### config.mk
export PLATFORM = sky130hd
export DESIGN_NAME = crc16_reflected_stream
export DESIGN_NICKNAME = d
export VERILOG_FILES = /design/src/rtl/crc16rs_pkg.sv /design/src/rtl/crc16rs_step.sv /design/src/rtl/crc16rs_obuf.sv /design/src/rtl/crc16_reflected_stream.sv
export SDC_FILE = /design/constraint.sdc
export NUM_CORES = 1
export LEC_CHECK = 0
export ABC_AREA = 1
export BUFFER_PORTS_ARGS = -buffer_cell sky130_fd_sc_hd__buf_2
export CAP_MARGIN = 20
export CORE_AREA = 2 2 150 152
export CTS_CLUSTER_DIAMETER = 50
export DETAILED_ROUTE_END_ITERATION = 8
export DIE_AREA = 0 0 152 154
export GPL_TIMING_DRIVEN = 0
export PLACE_DENSITY = 0.71
export SYNTH_ARGS = -nofsm -noshare
export SYNTH_HDL_FRONTEND = slang
export SYNTH_HIERARCHICAL = 1
export SYNTH_SLANG_ARGS = --single-unit
### constraint.sdc
create_clock -name clk_i -period 6.4 [get_ports clk_i]
set_input_delay 0.96 -clock clk_i [delete_from_list [all_inputs] [get_ports clk_i]]
set_output_delay 0.96 -clock clk_i [all_outputs]
set_load 0.01 [all_outputs]
### src/rtl/crc16rs_pkg.sv
// Shared types and the byte update function of the reflected CRC-16 stream block.
`default_nettype none

package crc16rs_pkg;

  localparam int unsigned CrcWidth  = 16;
  localparam int unsigned ByteWidth = 8;

  localparam logic [CrcWidth-1:0] PolyReset = 16'hA001;
  localparam logic [CrcWidth-1:0] InitReset = 16'hFFFF;

  // Configuration register indexes.
  localparam logic CfgPolynomial   = 1'b0;
  localparam logic CfgInitialValue = 1'b1;

  typedef struct packed {
    logic [CrcWidth-1:0]  crc;
    logic [ByteWidth-1:0] hold0;
    logic [ByteWidth-1:0] hold1;
    logic [1:0]           count;
    logic                 mode;
  } state_t;

  typedef struct packed {
    logic [CrcWidth-1:0] crc_swapped;
    logic                match;
    logic                too_short;
  } result_t;

  // Eight unrolled shift and conditional XOR steps.
  function automatic logic [CrcWidth-1:0] crc_byte(input logic [CrcWidth-1:0]  crc,
                                                   input logic [ByteWidth-1:0] data,
                                                   input logic [CrcWidth-1:0]  poly);
    logic [CrcWidth-1:0] t;
    t = crc ^ {{(CrcWidth-ByteWidth){1'b0}}, data};
    for (int k = 0; k < ByteWidth; k++) begin
      if (t[0]) begin
        t = (t >> 1) ^ poly;
      end else begin
        t = t >> 1;
      end
    end
    return t;
  endfunction

endpackage

`default_nettype wire

### src/rtl/crc16rs_step.sv
// Next-state and result logic for one message byte.
`default_nettype none

module crc16rs_step import crc16rs_pkg::*; (
  input  state_t               state_i,
  input  logic [CrcWidth-1:0]  poly_i,
  input  logic [CrcWidth-1:0]  init_i,
  input  logic [ByteWidth-1:0] data_byte_i,
  input  logic                 first_i,
  input  logic                 mode_i,
  output state_t               state_o,
  output result_t              result_o
);

  state_t              base;
  state_t              nxt;
  logic [CrcWidth-1:0] swapped;

  always_comb begin
    base = state_i;
    if (first_i) begin
      base.crc   = init_i;
      base.hold0 = '0;
      base.hold1 = '0;
      base.count = 2'd0;
      base.mode  = mode_i;
    end

    nxt = base;
    if (!base.mode) begin
      nxt.crc = crc_byte(base.crc, data_byte_i, poly_i);
    end else if (base.count[1]) begin
      // Two bytes already held: the oldest one is now known to be message data.
      nxt.crc   = crc_byte(base.crc, base.hold0, poly_i);
      nxt.hold0 = base.hold1;
      nxt.hold1 = data_byte_i;
    end else if (!base.count[0]) begin
      nxt.hold0 = data_byte_i;
      nxt.count = 2'd1;
    end else begin
      nxt.hold1 = data_byte_i;
      nxt.count = 2'd2;
    end
  end

  assign swapped = {nxt.crc[ByteWidth-1:0], nxt.crc[CrcWidth-1:ByteWidth]};

  assign state_o              = nxt;
  assign result_o.crc_swapped = swapped;
  assign result_o.too_short   = nxt.mode & ~nxt.count[1];
  assign result_o.match       = nxt.mode & nxt.count[1] & ({nxt.hold0, nxt.hold1} == swapped);

endmodule

`default_nettype wire

### src/rtl/crc16rs_obuf.sv
// Two-entry result buffer: an output register with a skid slot behind it.
`default_nettype none

module crc16rs_obuf import crc16rs_pkg::*; (
  input  logic    clk_i,
  input  logic    rst_ni,
  input  logic    push_i,
  input  result_t result_i,
  output logic    full_o,
  output logic    out_valid_o,
  input  logic    out_stall_i,
  output result_t result_o
);

  logic    out_valid_q, out_valid_d;
  logic    skid_valid_q, skid_valid_d;
  result_t out_q, out_d;
  result_t skid_q, skid_d;
  logic    pop;

  assign pop = out_valid_q & ~out_stall_i;

  always_comb begin
    out_valid_d  = out_valid_q;
    skid_valid_d = skid_valid_q;
    out_d        = out_q;
    skid_d       = skid_q;
    if (!out_valid_q) begin
      if (push_i) begin
        out_valid_d = 1'b1;
        out_d       = result_i;
      end
    end else if (pop) begin
      if (skid_valid_q) begin
        out_d        = skid_q;
        skid_valid_d = push_i;
        skid_d       = result_i;
      end else begin
        out_valid_d = push_i;
        out_d       = result_i;
      end
    end else if (push_i) begin
      // The head is stalled, so the new result waits in the skid slot.
      skid_valid_d = 1'b1;
      skid_d       = result_i;
    end
  end

  always_ff @(posedge clk_i or negedge rst_ni) begin
    if (!rst_ni) begin
      out_valid_q  <= 1'b0;
      skid_valid_q <= 1'b0;
    end else begin
      out_valid_q  <= out_valid_d;
      skid_valid_q <= skid_valid_d;
    end
  end

  always_ff @(posedge clk_i) begin
    out_q  <= out_d;
    skid_q <= skid_d;
  end

  assign full_o      = skid_valid_q;
  assign out_valid_o = out_valid_q;
  assign result_o    = out_q;

endmodule

`default_nettype wire

### src/rtl/crc16_reflected_stream.sv
// Top level of the streaming reflected CRC-16 block with compute and verify modes.
//
// The block takes one message byte per clock cycle while not stalled, with no
// gaps required: the CRC update of a byte is eight unrolled shift and XOR
// steps, combinational in front of the running state register, and the result
// of the byte marked last is registered into the output buffer. Results leave
// through an output register backed by a skid slot, so input transfers continue
// while a result waits; the input stalls only when both slots hold results.
// Configuration writes are always ready and take effect on the next byte.
`default_nettype none

module crc16_reflected_stream import crc16rs_pkg::*; (
  input  logic                 clk_i,
  input  logic                 rst_ni,
  input  logic                 cfg_valid_i,
  output logic                 cfg_ready_o,
  input  logic                 cfg_index_i,
  input  logic [CrcWidth-1:0]  cfg_data_i,
  input  logic                 in_valid_i,
  output logic                 in_stall_o,
  input  logic [ByteWidth-1:0] data_byte_i,
  input  logic                 first_i,
  input  logic                 last_i,
  input  logic                 mode_i,
  output logic                 out_valid_o,
  input  logic                 out_stall_i,
  output logic [CrcWidth-1:0]  crc_swapped_o,
  output logic                 match_o,
  output logic                 too_short_o
);

  logic [CrcWidth-1:0] poly_q, init_q;
  state_t              state_q, state_d;
  result_t             step_result;
  result_t             out_result;
  logic                in_xfer;
  logic                buf_full;

  assign cfg_ready_o = 1'b1;
  assign in_stall_o  = buf_full;
  assign in_xfer     = in_valid_i & ~buf_full;

  always_ff @(posedge clk_i or negedge rst_ni) begin
    if (!rst_ni) begin
      poly_q <= PolyReset;
      init_q <= InitReset;
    end else if (cfg_valid_i) begin
      case (cfg_index_i)
        CfgPolynomial:   poly_q <= cfg_data_i;
        CfgInitialValue: init_q <= cfg_data_i;
        default: ;
      endcase
    end
  end

  crc16rs_step u_step (
    .state_i     (state_q),
    .poly_i      (poly_q),
    .init_i      (init_q),
    .data_byte_i (data_byte_i),
    .first_i     (first_i),
    .mode_i      (mode_i),
    .state_o     (state_d),
    .result_o    (step_result)
  );

  always_ff @(posedge clk_i or negedge rst_ni) begin
    if (!rst_ni) begin
      state_q <= '0;
    end else if (in_xfer) begin
      state_q <= state_d;
    end
  end

  crc16rs_obuf u_obuf (
    .clk_i       (clk_i),
    .rst_ni      (rst_ni),
    .push_i      (in_xfer & last_i),
    .result_i    (step_result),
    .full_o      (buf_full),
    .out_valid_o (out_valid_o),
    .out_stall_i (out_stall_i),
    .result_o    (out_result)
  );

  assign crc_swapped_o = out_result.crc_swapped;
  assign match_o       = out_result.match;
  assign too_short_o   = out_result.too_short;

endmodule

`default_nettype wire
==> results.py <==
metrics = {
    "route": {
        "routed_wl_mm": 35.0,
        "drt_iter0_drc": 1334,
        "viasPerCell": 5.43,
        "wl_per_cell_um": 16.9,
        "drtAntennaViolNets": 0,
        "vias": 11272,
        "drc": 0,
        "firstDrtPassIters": 5,
    },
    "cells_and_area": {
        "drive_gt1_frac": 0.121,
        "final-seq-area_sq_um": 2830,
        "synthToLayoutAreaGrowth_pct": 8.41,
        "multiInputGateArea_sq_um": 6470,
        "antenna_cells": 0,
        "fillers": 2210,
        "nNetsFinal": 1826,
        "final_util": 0.533,
        "final_area_sq_um": 11600,
    },
    "synthesis": {
        "ys_ff_latch": 105,
        "synth_largest_area_cell": "nand2_1",
        "synthFlopType": "dfrtp_1",
        "synth_edf_count": 36,
        "syn-cell-area_sq_um": 10700,
        "syn_nets": 1767,
        "synth_cell_types": 40,
        "ys_seq_area_frac": 0.265,
        "synth_top_area_frac": 0.251,
        "synthTopCellsByArea": "nand2_1 25%, nand3_1 14%, dfrtp_1 12%, edfxtp_1 10%, xnor2_1 5.4%",
        "synth_area_per_cell_sq_um": 6.15,
        "yosysWarnings": 6,
        "synth_cells": 1733,
        "synthArstFlopShare": 0.657,
    },
    "sta": {
        "rsz0062_at_grt": "no",
        "period_share": 0.756,
        "tightest_slew_ps": 891,
        "hold_viol_final": 0,
        "maxSlewViolCount": 0,
        "fin_skew_ps": 15.1,
        "max_freq_mhz": 207,
        "setup_viol": 0,
        "finalSetupTns_ps": 0,
        "slew-limit-headroom": 0.402,
        "finalWorstPathRequiredPeriod_ps": 4840,
    },
    "worst_setup_path": {
        "crit_path_start_kind": "input pin",
        "cp.arrival_ps": 5070,
        "critical_path_class": "input pin to flop",
        "worstPathMaxFanout": 10,
        "cp.required_ps": 6630,
        "cpPeakStageDelay_ps": 270,
        "cpMostUsedCell": "nand2_1",
        "critPathCaptureType": "flop",
        "crit_path_top_delay_cell": "xor2_2",
    },
    "clock_network": {
        "clkTransAtPathRegs_ps": 70,
        "cts_tree": "done",
        "cts.sinks": 105,
        "cts.root.buffer_cell": "clkbuf_16",
        "ctsHoldBuffers": 0,
        "ctsResizeCount": 0,
        "htreeDepth": 3,
        "cts_buffers": 9,
        "cts.path.max_buffers": 2,
        "cts_setup_buffers": 0,
        "clkLatencyLatePin_ps": 360,
    },
    "placement": {
        "place.gp.congestion": 0.982,
        "dpl_cell_area_sq_um": 11300,
        "io_buffers": 48,
        "hpwlAfterDp_mm": 27.6,
    },
    "job": {
        "maxCapViolCount": 0,
    },
    "run_status": {
        "status": "complete, no violations",
    },
    "min_path": {
        "min_path_type": "flop to flop",
    },
    "floorplanning": {
        "core_sq_um": 21700,
        "die_h_um": 154,
        "die_width_um": 152,
        "num_rows": 54,
        "initial_core_util": 0.492,
        "die_area_sq_um": 23400,
        "pin_count": 54,
    },
    "global_routing": {
        "overflow": 0,
        "grt_use_total": 0.298,
        "grt_pass1_wl_mm": 55.0,
        "grt_max_degree": 70,
        "grt_pass1_vias": 10078,
        "antenna_found_initial": 0,
    },
}
-- layer usage --
metal | GRT usage | part of all wire
met5 | 0 | 0
met2 | 0.456 | 0.43
met4 | 0.125 | 0.045
met1 | 0.419 | 0.44
met3 | 0.0476 | 0.086
-- registers in the layout (all words and copies together), names as in the netlist --
signal              count
init_q                 16
poly_q                 16
state_q                35
u_obuf/full_o           1
u_obuf/out_valid_o      1
u_obuf/result_o        18
u_obuf/skid_q          18
-- Yosys cell counts (4+ instances only) --
library cell and count:
buf_1 5, nand3b_1 4, inv_1 153, nand2_2 23
a21oi_1 19, buf_2 26, dfrtp_1 50, xnor2_1 66
o22ai_1 4, nand2_1 713, edfxtp_1 36, nand4_1 12
nand3_2 6, dfstp_2 19, buf_6 19, clkbuf_1 33
o211ai_1 5, nand2_4 10, buf_4 36, nor2_1 69
xor2_1 57, nand3_1 288, o21ai_0 43, nand2b_1 5
inv_2 5
-- placed cells by master, fill, tap and decap left out, drive strengths merged, types with 3 or more instances in the layout --
cell type / n
nand2: 747
nor2: 72
edfxtp: 36
xnor2: 66
dfstp: 19
nor3: 3
a21oi: 19
nand3: 294
o22ai: 4
inv: 165
a221oi: 3
clkbuf: 42
nand3b: 4
nand4: 12
nand2b: 5
o211ai: 5
o21ai: 46
buf: 134
dfrtp: 50
xor2: 58
or2: 4
-- layout make-up --
type | instances | share of cell area
well taps | 280 | 0.0303
multi-input cells | 1349 | 0.560
clock inverters | 7 | 0.00649
flip-flops and latches | 105 | 0.245
clock buffers | 9 | 0.0195
repair buffers | 48 | 0.0210
plain buffers | 119 | 0.0655
inverters | 160 | 0.0526
-- worst max-delay path, delay by kind of cell --
kind | cells | cell delay [ps]
XOR/XNOR | 1 | 270
buffers and inverters | 6 | 760
AND/OR/NAND/NOR | 30 | 3040
-- final timing paths --
check                          start            endpoint  slack, ps  depth (start not counted)
max                          first_i  u_obuf/result_o[1]       1560                         37
min                        init_q[0]           init_q[0]        460                          2
max reg2reg                init_q[0]  u_obuf/result_o[1]       1880                         34
min reg2reg                init_q[0]           init_q[0]        460                          2
max in group asynchronous     rst_ni           poly_q[2]       5110                          1
min in group asynchronous     rst_ni         state_q[30]        710                          1
-- through the flow --
stage          hold slack, ps  instances  setup WS (ps)
5_1_grt                   481       2077           1170
4_1_cts                   465       2077           1660
3_5_place_dp              451       2061           1300
6_report                  464       2077           1560
2_1_floorplan             437       1733           2270
3_3_place_gp              450       2061           1360
-- cell families (layout without fill, tap and decap cells) --
family                     count (synthesis)  after routing  synth area share
AOI/OAI and AO/OA                         82             82            0.0423
xor gates and xnor gates                 124            124             0.103
adders and majority gates                  1              1           0.00117
buffers and inverters                    279            343             0.128
DFF                                      105            105             0.265
other                                      1              1          0.000352
and+or+nand+nor                         1141           1141             0.460
Power is left out: the tool's default activity adds up to more than one toggle a clock period on the data nets, which glitch-free logic cannot reach.
